===== config.mk =====
export PLATFORM = sky130hd
export DESIGN_NAME = sglp_cfg
export DESIGN_NICKNAME = d
export VERILOG_FILES = /design/src/hdl/softened_gravity_leapfrog_particle_assert.svh /design/src/hdl/sglp_pkg.sv /design/src/hdl/sglp_cfg.sv
export SDC_FILE = /design/constraint.sdc
export NUM_CORES = 1
export LEC_CHECK = 0
export BUFFER_PORTS_ARGS = -buffer_cell sky130_fd_sc_hd__buf_2
export CAP_MARGIN = 20
export CORE_MARGIN = 2
export CORE_UTILIZATION = 46
export CTS_CLUSTER_DIAMETER = 120
export DETAILED_ROUTE_END_ITERATION = 7
export GPL_TIMING_DRIVEN = 0
export PLACE_DENSITY = 0.82
export SYNTH_ARGS = -nofsm -noshare
export SYNTH_HDL_FRONTEND = slang
export SYNTH_SLANG_ARGS = --single-unit

===== constraint.sdc =====
create_clock -name i_clk -period 2.2 [get_ports i_clk]
set_input_delay 0.11 -clock i_clk [delete_from_list [all_inputs] [get_ports i_clk]]
set_output_delay 0.11 -clock i_clk [all_outputs]
set_load 0.05 [all_outputs]

===== src/hdl/softened_gravity_leapfrog_particle_assert.svh =====
// Assertion helpers shared by the RTL files.
`ifndef SOFTENED_GRAVITY_LEAPFROG_PARTICLE_ASSERT_SVH
`define SOFTENED_GRAVITY_LEAPFROG_PARTICLE_ASSERT_SVH

// Same-cycle implication, disabled while reset is asserted.
`define SGLP_ASSERT_NOW(label, clk, rst_n, ante, cons, msg) \
    label: assert property (@(posedge clk) disable iff (!(rst_n)) (ante) |-> (cons)) \
        else $error(msg);

// Next-cycle implication, disabled while reset is asserted.
`define SGLP_ASSERT_NEXT(label, clk, rst_n, ante, cons, msg) \
    label: assert property (@(posedge clk) disable iff (!(rst_n)) (ante) |=> (cons)) \
        else $error(msg);

`endif


===== src/hdl/sglp_pkg.sv =====
package sglp_pkg;

    localparam int WORD_W    = 32;
    localparam int FRAC_W    = 16;
    localparam int GRAV_FRAC = 24;
    localparam int DIV_SHIFT = 2 * FRAC_W - GRAV_FRAC;
    localparam int ADDR_W    = 4;

    // Shared unit operand and result widths, counter width and step counts
    localparam int ALU_A_W    = 104;
    localparam int ALU_B_W    = 99;
    localparam int MUL_HALF   = 33;
    localparam int CNT_W      = 6;
    localparam int SQRT_STEPS = 33;
    localparam int DIV_STEPS  = 34;

    localparam logic [31:0] RST_TIME_STEP = 32'd655;
    localparam logic [31:0] RST_GRAVITY   = 32'd16777216;
    localparam logic [31:0] RST_SOFTENING = 32'd655;

    typedef enum logic [2:0] {
        OP_LOAD       = 3'd0,
        OP_CLEAR_ACC  = 3'd1,
        OP_ADD_PULL   = 3'd2,
        OP_HALF_DRIFT = 3'd3,
        OP_KICK_DRIFT = 3'd4
    } t_op;

    typedef enum logic [1:0] {
        REG_TIME_STEP = 2'd0,
        REG_GRAVITY   = 2'd1,
        REG_SOFTENING = 2'd2
    } t_reg_idx;

    typedef enum logic [1:0] {
        ALU_MUL,
        ALU_SQRT,
        ALU_DIV
    } t_alu_mode;

    typedef struct packed {
        t_alu_mode            mode;
        logic [ALU_A_W-1:0]   a;
        logic [ALU_B_W-1:0]   b;
    } t_alu_req;

    typedef struct packed {
        logic [31:0] time_step;
        logic [31:0] gravity_constant;
        logic [31:0] softening_length;
    } t_cfg;

    typedef struct packed {
        logic        sat;
        logic [31:0] value;
    } t_sat_res;

    function automatic logic [31:0] mag32(input logic [31:0] v);
        mag32 = v[31] ? (~v + 32'd1) : v;
    endfunction

    // Signed word plus a sign/magnitude term, clipped to the word range.
    function automatic t_sat_res sat_add(input logic [31:0] a, input logic bneg,
                                         input logic [47:0] bmag);
        logic [35:0] a36;
        logic [35:0] m36;
        logic [35:0] sum;
        logic        big;
        logic        ovf;
        t_sat_res    r;
        a36 = {{4{a[31]}}, a};
        m36 = {3'b0, bmag[32:0]};
        sum = bneg ? (a36 - m36) : (a36 + m36);
        big = |bmag[47:33];
        ovf = !((&sum[35:31]) || !(|sum[35:31]));
        if (big) begin
            r.sat   = 1'b1;
            r.value = bneg ? 32'h8000_0000 : 32'h7FFF_FFFF;
        end else if (ovf) begin
            r.sat   = 1'b1;
            r.value = sum[35] ? 32'h8000_0000 : 32'h7FFF_FFFF;
        end else begin
            r.sat   = 1'b0;
            r.value = sum[31:0];
        end
        return r;
    endfunction

endpackage


===== src/hdl/sglp_cfg.sv =====
module sglp_cfg (
    input  logic                         i_clk,
    input  logic                         i_rst_n,
    input  logic                         psel,
    input  logic                         penable,
    input  logic                         pwrite,
    input  logic [sglp_pkg::ADDR_W-1:0]  paddr,
    input  logic [31:0]                  pwdata,
    output logic [31:0]                  prdata,
    output logic                         pready,
    output sglp_pkg::t_cfg               o_cfg
);

    sglp_pkg::t_cfg r_cfg;
    sglp_pkg::t_cfg n_cfg;
    logic           w_wr;

    assign w_wr   = psel && penable && pwrite;
    assign pready = 1'b1;
    assign o_cfg  = r_cfg;

    always_comb begin
        n_cfg = r_cfg;
        if (w_wr) begin
            unique case (paddr[3:2])
                sglp_pkg::REG_TIME_STEP: n_cfg.time_step        = pwdata;
                sglp_pkg::REG_GRAVITY:   n_cfg.gravity_constant = pwdata;
                sglp_pkg::REG_SOFTENING: n_cfg.softening_length = pwdata;
                default:                 n_cfg = r_cfg;
            endcase
        end
    end

    always_comb begin
        unique case (paddr[3:2])
            sglp_pkg::REG_TIME_STEP: prdata = r_cfg.time_step;
            sglp_pkg::REG_GRAVITY:   prdata = r_cfg.gravity_constant;
            sglp_pkg::REG_SOFTENING: prdata = r_cfg.softening_length;
            default:                 prdata = 32'd0;
        endcase
    end

    always_ff @(posedge i_clk) begin
        if (!i_rst_n) begin
            r_cfg.time_step        <= sglp_pkg::RST_TIME_STEP;
            r_cfg.gravity_constant <= sglp_pkg::RST_GRAVITY;
            r_cfg.softening_length <= sglp_pkg::RST_SOFTENING;
        end else begin
            r_cfg <= n_cfg;
        end
    end

endmodule


==> results.yml <==
detailed_routing:
  detailedRoute.firstPassIterationCount: 4
  route.antenna.remaining_nets: 0
  drt-wirelength-per-cell_um: 17.1
  post_drt_via_cell_ratio: 5.19
  wirelength_um: 13000
  first_iter_violations: 103
  drcViolationCount: 0
  via_count: 3940
critical_path:
  rrSetupSlack_ns: 1.47
  path_delay_family: "buffers and inverters"
  worstPathMaxFanout: 10
  worst_r2r_endpoint: "o_cfg[20]"
  cp.arrival_ns: 1.60
  worst_setup_path_start_kind: "input pin"
  worstSetupPathType: "input pin to primary output"
  timing.critical_path.buf_inv: 4
  crit_chain: "buf_2 -> nor2b_1 -> buf_2 -> clkbuf_1 -> nand2_1 -> o21ai_0 -> buf_2"
  critPathCaptureType: "primary output"
  reg_to_reg_startpoint: "o_cfg[20]"
  crit_top_cell: "sky130_fd_sc_hd__buf_2"
  worst-endpoint-required_ns: 2.09
  crit_path_max_incr_delay_ns: 0.50
  cpMaxStageDelayCell: "sky130_fd_sc_hd__clkbuf_1"
  r2r_cells: 2
timing:
  report.final.slew_viol_count: 0
  timing.final.crit_share_pct: 77.6
  worst_slew_margin_rel_pct: 57.9
  grt_setup_unrepaired: "no"
  final-hold-violation-count: 0
  timing.final.crit_period_ns: 1.71
  final.setup.worst_slack_ns: 0.494
  worst_pin_slew_ns: 0.631
  worst_clock_skew_ns: 0
  setup_viol_count_final: 0
  fin_tns_setup_ns: 0
  fmax_achieved_mhz: 586
synth:
  synth.cell_area_mm2: 0.00428
  yosys_warnings: 0
  postSynthAreaPerCell_um2: 9.15
  synth_cell_types: 15
  synth-seq-cells: 96
  post_synthesis_net_count: 509
  sequential_share_of_the_synthesized_area_pct: 44.9
  synthesis.instances: 468
clock_tree:
  htree_levels: 3
  cts.reportedPaths.clkPinSlew_ns: 0.09
  clock_tree_root: "sky130_fd_sc_hd__clkbuf_8"
  clock_insertion_delay_worst_skew_ns: 0.35
  cts.path.max_buffers: 2
  tritoncts: "done"
  cts_made_buffers: 9
  postCtsSetupBuffers: 0
  clock_sink_count: 96
power:
  cellLeakagePower_nw: 2.80
  ir_worst_vdd_mv: 0.303
  power.density_mw_per_mm2: 658
  p_total_w: 0.00361
job:
  timing.max_cap.violations: 0
layout:
  syn2layout_area_growth_pct: 28.2
  most_common_cell_after_layout_fill_and_taps_aside: "sky130_fd_sc_hd__buf_2"
  diodes: 0
  final_layout_size_suffix_gt1_share_pct: 30.6
  layout_common_cells: "174 x sky130_fd_sc_hd__buf_2, 147 x sky130_fd_sc_hd__nand2_1, 128 x sky130_fd_sc_hd__mux2i_1"
  layout.area.seq_mm2: 0.00192
  multi_input_gate_area_in_the_final_layout_mm2: 0.00217
  fillerInstances: 792
  finalNetCount: 684
  largest_register_ffs: 96
status:
  status: "complete, no violations"
die:
  floorplan.die.width_um: 100
  std_cell_rows: 35
  floorplan.initialDensity_pct: 46.8
  die-height_um: 100
  design.portCount: 170
  fp.dieArea_mm2: 0.0101
  core-area_mm2: 0.00915
place:
  gpl_congestion: 0.788
  pre_cts_ws_ns: 0.503
  hpwl_reported_at_the_end_of_detailed_placement_um: 9290
  port_buf_inserts: 163
global_route:
  grt_pass1_wl_um: 19600
  first_global_vias: 3855
  globalRouteTotalUtil_pct: 25.2
  grt.overflow.total: 0
  grt_start_max_net_pins: 17
  antenna_found_initial: 1
worst_hold_path:
  holdCritPathClass: "input pin to register"
  hold_start: "pwdata[1]"
  whs_endpoint: "o_cfg[33]"
  worstHoldPathCells: 3
-- cell usage after synthesis --
cell type                  count  area share [%]
sky130_fd_sc_hd__mux2i_1     128              30
sky130_fd_sc_hd__o21ai_0      32             3.7
sky130_fd_sc_hd__conb_1        1           0.088
sky130_fd_sc_hd__buf_6         1            0.26
sky130_fd_sc_hd__nand2_1     147              13
sky130_fd_sc_hd__clkbuf_1     20             1.8
sky130_fd_sc_hd__dfxtp_1      96              45
sky130_fd_sc_hd__nor2b_1      21             3.1
sky130_fd_sc_hd__buf_2        11             1.3
sky130_fd_sc_hd__buf_4         6             1.1
sky130_fd_sc_hd__or3b_1        1            0.20
sky130_fd_sc_hd__nor3_2        1            0.23
sky130_fd_sc_hd__nor3b_1       1            0.18
sky130_fd_sc_hd__nand3_1       1            0.12
sky130_fd_sc_hd__nand4_2       1            0.29
-- cells by family (layout without fill, tap and decap cells) --
group | Yosys count | in the layout | share of synthesized area, %
compound gates | 32 | 32 | 3.74
buf+inv | 38 | 218 | 4.36
flops | 96 | 96 | 44.9
mux | 128 | 128 | 29.9
other cells | 1 | 1 | 0.0876
simple gates | 173 | 173 | 17.0
-- per-layer routing --
layer | GRT usage, % | wire (µm) | part of all wire, % | vias to the layer above
met4 | 9.17 | 172 | 1.3 | 0
met2 | 44.1 | 6480 | 50 | 134
met1 | 31.4 | 5620 | 43 | 1892
met5 | 0 | 0 | 0 | -
li1 | - | - | - | 1900
met3 | 3.81 | 699 | 5.4 | 14
-- repair_timing --
item	4_1_cts	5_1_grt
gates resized for setup	0	0
hold buffers	1	0
endpoints found under the hold margin	1	0
-- final cells by class --
type	instances	area share, %
multi-input combinational	334	39.6
clock buffer	10	2.33
sequential	96	35.0
tap	111	2.53
clock inverter	6	2.10
buffer	38	3.40
timing repair buffer	164	15.0
-- worst min-delay path, delay by kind of cell --
family,cells,cell delay [ns]
buffers and inverters,1,0.10
AND/OR/NAND/NOR,1,0.05
multiplexers,1,0.06
-- metrics by stage --
stage               area (µm²)  hold WS, ns  cells  utilization [%]
floorplan                 4280        0.252    468                -
global placement          5240        0.368    742             57.2
detailed placement        5240        0.382    742             57.2
CTS                       5490      0.00289    759             60.0
global route              5490      0.00424    759             60.0
finish                    5490       0.0139    759             60.0
-- power breakdown --
| group | total, W | internal [W] | switching, W |
|---|---|---|---|
| Sequential | 0.00178 | 0.00176 | 0.0000187 |
| Clock | 0.00139 | 0.000762 | 0.000631 |
| Combinational | 0.000439 | 0.000122 | 0.000318 |
| Total | 0.00361 | 0.00264 | 0.000968 |
-- worst max path at each step --
stage	startpoint	end	slack [ns]	cells after the start
6_report	paddr[3]	prdata[26]	0.49	7
3_5_place_dp	paddr[3]	prdata[5]	0.50	7
3_3_place_gp	paddr[3]	prdata[5]	0.52	7
2_1_floorplan	o_cfg[56]	prdata[24]	0.22	2
4_1_cts	paddr[3]	prdata[5]	0.50	7
5_1_grt	paddr[3]	prdata[24]	0.30	7
Power figures use the tool's default switching activity.
