### config.mk
export PLATFORM = sky130hd
export DESIGN_NAME = sglp_alu
export DESIGN_NICKNAME = d
export VERILOG_FILES = /design/src/hdl/sglp_pkg.sv /design/src/hdl/sglp_alu.sv
export VERILOG_INCLUDE_DIRS = /design/src /design/src/hdl
export SDC_FILE = /design/constraint.sdc
export NUM_CORES = 2
export LEC_CHECK = 0
export BUFFER_PORTS_ARGS = -buffer_cell sky130_fd_sc_hd__buf_2
export CAP_MARGIN = 0
export CORE_ASPECT_RATIO = 1.4
export CORE_MARGIN = 2
export CORE_UTILIZATION = 35
export CTS_BUF_LIST = sky130_fd_sc_hd__clkbuf_2 sky130_fd_sc_hd__clkbuf_4 sky130_fd_sc_hd__clkbuf_8
export DETAILED_ROUTE_END_ITERATION = 8
export PLACE_DENSITY = 0.58
export SETUP_SLACK_MARGIN = 0.5
export SLEW_MARGIN = 15
export SYNTH_ARGS = -nofsm -noshare
export SYNTH_HDL_FRONTEND = slang
export SYNTH_SLANG_ARGS = --single-unit
### constraint.sdc
create_clock -name i_clk -period 39.6 [get_ports i_clk]
set_clock_uncertainty 0.05 [all_clocks]
set_input_delay 0 -clock i_clk [delete_from_list [all_inputs] [get_ports i_clk]]
set_output_delay 0 -clock i_clk [all_outputs]
set_load 0.005 [all_outputs]
### src/hdl/softened_gravity_leapfrog_particle_assert.svh
// Assertion helpers shared by the RTL files.
`ifndef SOFTENED_GRAVITY_LEAPFROG_PARTICLE_ASSERT_SVH
`define SOFTENED_GRAVITY_LEAPFROG_PARTICLE_ASSERT_SVH

// Same-cycle implication, disabled while reset is asserted.
`define SGLP_ASSERT_NOW(label, clk, rst_n, ante, cons, msg) \
    label: assert property (@(posedge clk) disable iff (!(rst_n)) (ante) |-> (cons)) \
        else $error(msg);

// Next-cycle implication, disabled while reset is asserted.
`define SGLP_ASSERT_NEXT(label, clk, rst_n, ante, cons, msg) \
    label: assert property (@(posedge clk) disable iff (!(rst_n)) (ante) |=> (cons)) \
        else $error(msg);

`endif

### src/hdl/sglp_pkg.sv
package sglp_pkg;

    localparam int WORD_W    = 32;
    localparam int FRAC_W    = 16;
    localparam int GRAV_FRAC = 24;
    localparam int DIV_SHIFT = 2 * FRAC_W - GRAV_FRAC;
    localparam int ADDR_W    = 4;

    // Shared unit operand and result widths, counter width and step counts
    localparam int ALU_A_W    = 104;
    localparam int ALU_B_W    = 99;
    localparam int MUL_HALF   = 33;
    localparam int CNT_W      = 6;
    localparam int SQRT_STEPS = 33;
    localparam int DIV_STEPS  = 34;

    localparam logic [31:0] RST_TIME_STEP = 32'd655;
    localparam logic [31:0] RST_GRAVITY   = 32'd16777216;
    localparam logic [31:0] RST_SOFTENING = 32'd655;

    typedef enum logic [2:0] {
        OP_LOAD       = 3'd0,
        OP_CLEAR_ACC  = 3'd1,
        OP_ADD_PULL   = 3'd2,
        OP_HALF_DRIFT = 3'd3,
        OP_KICK_DRIFT = 3'd4
    } t_op;

    typedef enum logic [1:0] {
        REG_TIME_STEP = 2'd0,
        REG_GRAVITY   = 2'd1,
        REG_SOFTENING = 2'd2
    } t_reg_idx;

    typedef enum logic [1:0] {
        ALU_MUL,
        ALU_SQRT,
        ALU_DIV
    } t_alu_mode;

    typedef struct packed {
        t_alu_mode            mode;
        logic [ALU_A_W-1:0]   a;
        logic [ALU_B_W-1:0]   b;
    } t_alu_req;

    typedef struct packed {
        logic [31:0] time_step;
        logic [31:0] gravity_constant;
        logic [31:0] softening_length;
    } t_cfg;

    typedef struct packed {
        logic        sat;
        logic [31:0] value;
    } t_sat_res;

    function automatic logic [31:0] mag32(input logic [31:0] v);
        mag32 = v[31] ? (~v + 32'd1) : v;
    endfunction

    // Signed word plus a sign/magnitude term, clipped to the word range.
    function automatic t_sat_res sat_add(input logic [31:0] a, input logic bneg,
                                         input logic [47:0] bmag);
        logic [35:0] a36;
        logic [35:0] m36;
        logic [35:0] sum;
        logic        big;
        logic        ovf;
        t_sat_res    r;
        a36 = {{4{a[31]}}, a};
        m36 = {3'b0, bmag[32:0]};
        sum = bneg ? (a36 - m36) : (a36 + m36);
        big = |bmag[47:33];
        ovf = !((&sum[35:31]) || !(|sum[35:31]));
        if (big) begin
            r.sat   = 1'b1;
            r.value = bneg ? 32'h8000_0000 : 32'h7FFF_FFFF;
        end else if (ovf) begin
            r.sat   = 1'b1;
            r.value = sum[35] ? 32'h8000_0000 : 32'h7FFF_FFFF;
        end else begin
            r.sat   = 1'b0;
            r.value = sum[31:0];
        end
        return r;
    endfunction

endpackage

### src/hdl/sglp_alu.sv
`include "softened_gravity_leapfrog_particle_assert.svh"

module sglp_alu (
    input  logic                          i_clk,
    input  logic                          i_rst_n,
    input  logic                          i_start,
    input  sglp_pkg::t_alu_req            i_req,
    output logic                          o_done,
    output logic [sglp_pkg::ALU_A_W-1:0]  o_res
);

    typedef enum logic [1:0] {ST_IDLE, ST_MUL, ST_SQRT, ST_DIV} t_state;

    t_state                          r_state, n_state;
    logic [sglp_pkg::CNT_W-1:0]      r_cnt, n_cnt;
    logic                            r_done, n_done;
    logic [65:0]                     r_a, n_a;
    logic [32:0]                     r_b, n_b;
    logic [65:0]                     r_pp, n_pp;
    logic [103:0]                    r_acc, n_acc;
    logic [103:0]                    r_rem, n_rem;
    logic [131:0]                    r_dv, n_dv;

    logic [32:0]                     w_mul_a;
    logic [65:0]                     w_prod;
    logic [65:0]                     w_sq_t;
    logic                            w_sq_ge;
    logic                            w_div_ge;

    // One 33x33 multiplier serves both halves of a wide operand
    assign w_mul_a  = (r_cnt == '0) ? r_a[32:0] : r_a[65:33];
    assign w_prod   = w_mul_a * r_b;
    assign w_sq_t   = r_acc[65:0] + r_dv[65:0];
    assign w_sq_ge  = r_rem[65:0] >= w_sq_t;
    assign w_div_ge = {28'b0, r_rem} >= r_dv;

    assign o_done = r_done;
    assign o_res  = r_acc;

    always_comb begin
        n_state = r_state;
        n_cnt   = r_cnt;
        n_done  = 1'b0;
        n_a     = r_a;
        n_b     = r_b;
        n_pp    = r_pp;
        n_acc   = r_acc;
        n_rem   = r_rem;
        n_dv    = r_dv;
        unique case (r_state)
            ST_IDLE: begin
                if (i_start) begin
                    n_cnt = '0;
                    unique case (i_req.mode)
                        sglp_pkg::ALU_MUL: begin
                            n_a     = i_req.a[65:0];
                            n_b     = i_req.b[32:0];
                            n_state = ST_MUL;
                        end
                        sglp_pkg::ALU_SQRT: begin
                            n_rem   = {38'b0, i_req.a[65:0]};
                            n_acc   = '0;
                            n_dv    = {67'b0, 1'b1, 64'b0};
                            n_state = ST_SQRT;
                        end
                        sglp_pkg::ALU_DIV: begin
                            n_rem   = i_req.a;
                            n_acc   = '0;
                            n_dv    = {i_req.b, 33'b0};
                            n_state = ST_DIV;
                        end
                        default: n_state = ST_IDLE;
                    endcase
                end
            end
            ST_MUL: begin
                n_cnt = r_cnt + 1'b1;
                n_pp  = w_prod;
                if (r_cnt == 6'd1) begin
                    n_acc = {38'b0, r_pp};
                end else if (r_cnt == 6'd2) begin
                    n_acc   = r_acc + {5'b0, r_pp, 33'b0};
                    n_done  = 1'b1;
                    n_state = ST_IDLE;
                end
            end
            ST_SQRT: begin
                // One result bit per cycle, digit-by-digit floor root
                n_cnt = r_cnt + 1'b1;
                if (w_sq_ge) begin
                    n_rem = {38'b0, r_rem[65:0] - w_sq_t};
                    n_acc = {38'b0, (r_acc[65:0] >> 1) + r_dv[65:0]};
                end else begin
                    n_acc = {38'b0, r_acc[65:0] >> 1};
                end
                n_dv = r_dv >> 2;
                if (r_cnt == 6'(sglp_pkg::SQRT_STEPS - 1)) begin
                    n_done  = 1'b1;
                    n_state = ST_IDLE;
                end
            end
            ST_DIV: begin
                // Restoring division; the top quotient bit flags a too-large result
                n_cnt = r_cnt + 1'b1;
                if (w_div_ge) begin
                    n_rem = r_rem - r_dv[103:0];
                end
                n_acc = {r_acc[102:0], w_div_ge};
                n_dv  = r_dv >> 1;
                if (r_cnt == 6'(sglp_pkg::DIV_STEPS - 1)) begin
                    n_done  = 1'b1;
                    n_state = ST_IDLE;
                end
            end
            default: n_state = ST_IDLE;
        endcase
    end

    always_ff @(posedge i_clk) begin
        if (!i_rst_n) begin
            r_state <= ST_IDLE;
            r_cnt   <= '0;
            r_done  <= 1'b0;
        end else begin
            r_state <= n_state;
            r_cnt   <= n_cnt;
            r_done  <= n_done;
            r_a     <= n_a;
            r_b     <= n_b;
            r_pp    <= n_pp;
            r_acc   <= n_acc;
            r_rem   <= n_rem;
            r_dv    <= n_dv;
        end
    end

    `SGLP_ASSERT_NOW(a_start_idle, i_clk, i_rst_n, i_start, r_state == ST_IDLE, "start while busy")
    `SGLP_ASSERT_NEXT(a_done_pulse, i_clk, i_rst_n, r_done, !r_done, "done held two cycles")
    `SGLP_ASSERT_NEXT(a_start_runs, i_clk, i_rst_n, i_start, r_state != ST_IDLE, "start ignored")

endmodule

==> summary.md <==
| Metric | Value |
|---|---|
| Outcome | completed |
| Layout cells sized above 1 | 0.0688 |
| Iteration-0 DRC Markers | 6036 |
| Final ANT Viol Nets | 0 |
| Largest net degree at the start of global routing | 139 |
| DRC Markers | 0 |
| Yosys warns | 0 |
| Fillers | 23000 |
| Dominant cell type by area after synthesis | fa_1 |
| Worst EP required | 40.00 ns |
| Arr. time, crit path | 11.32 ns |
| Routed vias | 70700 |
| Synth Register Bits | 514 |
| Number of hold violations in the final report | 0 |
| Num CTS Buffers | 92 |
| Sequential fraction of the synthesis area | 0.192 |
| Tcrit/Tclk final | 0.276 |
| Main synth FF type | edfxtp_1 |
| Vias in the first global route | 73600 |
| Critical path type | register to register |
| Clock sink count | 514 |
| Period minus WS final | 10.93 ns |
| Drt via density | 5.60 |
| Die H | 569 um |
| Synth top area cells | fa_1, edfxtp_1, ha_1 |
| Dpl cells | 12100 |
| Setup violators final | 0 |
| H-tree levels | 3 |
| FMAX | 0.0915 GHz |
| Die Width | 407 um |
| Syn_nets | 10900 |
| Post-synth ARST share | 0 |
| Worst slew margin | 0.196 |
| Routed WL | 343 mm |
| Final Max Tran Viols | 0 |
| CTS max path bufs | 3 |
| Routability cong. | 1.12 |
| Least-Margin Pin Slew | 1.19 ns |
| Clk Latency, worst-skew pair | 0.87 ns |
| Worst Setup End Kind | register |
| Worst setup SP type | register |
| Fin cells | 12600 |
| Fin Setup TNS | 0 ns |
| Unrepaired setup endpoints after global routing | false |
| HP Class | primary input to register |
| Drt wl/cell | 27.2 um |
| Root Buffer | clkbuf_8 |
| Core ar. | 0.227 mm^2 |
| HPWL Detailed | 269 mm |
| Post-CTS setup repair buffer count | 0 |
| Syn Area/Cell | 8.77 um^2 |
| I/O pins | 313 |
| Post-cts gate resize count | 0 |
| Syn Inst Count | 9094 |
| Count of different cell masters after synthesis | 84 |
| Synth-to-Final Area Change | 13.0% |
| Antenna violations before repair | 26 |
| CP max FO | 52 |
| Number of flops mapped to enable cells by yosys | 505 |
| Gr ovfl total | 0 |
| Top cell type's share of synthesized area | 0.242 |
| Max-cap viol count | 0 |
| Hold_ws | 0.0447 ns |
| Worst-path clk slew | 0.07 ns |
| Post-Syn Area | 0.0798 mm^2 |
| First-pass GRT wire length | 496 mm |
| First-pass DRT Iterations | 8 |
| Hold Buf Count CTS | 401 |
| Total track usage | 0.291 |
| Most frequent cells in the layout | inv_1, nand2_1, fa_1, ha_1, a21oi_1 |
| Leading cell type in the layout, fill and taps excluded | inv_1 |
| Number of core rows | 207 |
| CTS tree | yes |
| Die area | 0.232 mm^2 |
| Nets@finish | 11300 |
| Initial Util | 0.352 |
| Number of port buffers | 312 |
cell type report:
type                            count  area [um^2]  area share
Tap cell                         3030         3790      0.0421
Clock buffer                      113         1430      0.0159
Sequential cell                   514        15400       0.170
Timing Repair Buffer              823         6450      0.0716
Inverter                         1261         4740      0.0526
Antenna cell                        5         12.5    0.000139
Clock inverter                     48          428     0.00475
Multi-Input combinational cell   6828        57900       0.643
worst max-delay path: stages (launching register included):
cell and delay (ns):
edfxtp_1 0.50, ha_1 0.33, a21o_1 0.11, a21oi_1 0.10, o21ai_0 0.47, nor4b_1 0.48, o31ai_1 0.18, o211ai_1 0.38
a41oi_1 0.43, o31ai_1 0.81, nand3_1 0.15, o21ai_0 0.25, xnor2_1 0.21, ha_1 0.50, and4_1 0.26, nor2b_1 0.21
nor4b_1 0.54, a41oi_1 0.22, o21ai_0 0.14, nand3_1 0.10, nand3_1 0.08, o21bai_4 0.17, buf_4 0.58, clkinv_1 0.88
o21ai_0 0.50, o21a_4 0.39, buf_4 0.63, buf_4 0.62
kinds of logic (layout without fill, tap and decap cells):
group | after synthesis | in the layout | synth area share
compound gates | 2017 | 2017 | 0.157
xor+xnor | 395 | 395 | 0.0434
fa+ha+maj | 1601 | 1601 | 0.342
buf+inv | 1752 | 2245 | 0.0826
flops | 514 | 514 | 0.192
mux | 196 | 196 | 0.0252
other cells | 0 | 5 | 0
simple gates | 2619 | 2619 | 0.158
sequential cells by signal, indices dropped and copies added, names as in the netlist:
name / flops
o_done: 1
o_res: 104
r_a: 66
r_b: 33
r_cnt: 6
r_dv: 132
r_pp: 66
r_rem: 104
r_state: 2
final timing paths:
path	startpoint	endpoint	slack (ns)	cells after the start
hold reg to reg	r_cnt[1]	r_cnt[1]	0.53	2
setup / recovery	o_res[1]	r_rem[35]	28.67	27
setup reg to reg	o_res[1]	r_rem[35]	28.67	27
hold / removal	i_req[24]	r_dv[57]	0.04	4
layer usage:
layer	wire length (um)	global-route usage	up-vias
met3	20500	0.0377	948
met1	120000	0.315	35600
met4	34100	0.241	6
li1	-	-	31200
met5	42	0	-
met2	169000	0.508	3010
synth_stat cells (11+ instances only):
library cell	instances
o211ai_1	46
inv_1	1260
a31o_2	11
o21ai_0	519
a21oi_1	618
a41oi_1	12
xnor2_1	247
nor3b_1	11
nand3_1	93
nor4_1	26
nand2b_1	53
nor2b_1	50
and3_1	46
a21boi_0	24
a31oi_1	50
a21o_1	308
o221ai_1	14
fa_1	963
buf_1	21
o31ai_1	41
o21bai_1	99
nor3_1	73
nand2_1	1103
a221oi_1	24
and4_1	13
and2_1	596
xor2_1	148
or2_2	14
ha_1	638
a22oi_1	23
o22ai_1	15
edfxtp_1	505
or3_1	25
mux2i_1	160
nor2_1	365
o21a_1	56
mux2_2	36
a211oi_1	46
clkbuf_1	460
nand4_1	129
stage by stage:
stage / worst slack, ns / util / cell area (um^2)
floorplan: 25.80 / - / 79800
global placement: 28.84 / 0.371 / 84200
detailed placement: 28.87 / 0.371 / 84200
CTS: 28.82 / 0.397 / 90100
global route: 28.15 / 0.397 / 90100
finish: 28.67 / 0.397 / 90100
Power is left out: the tool's default activity adds up to more than one toggle a clock period on the data nets, which glitch-free logic cannot reach.
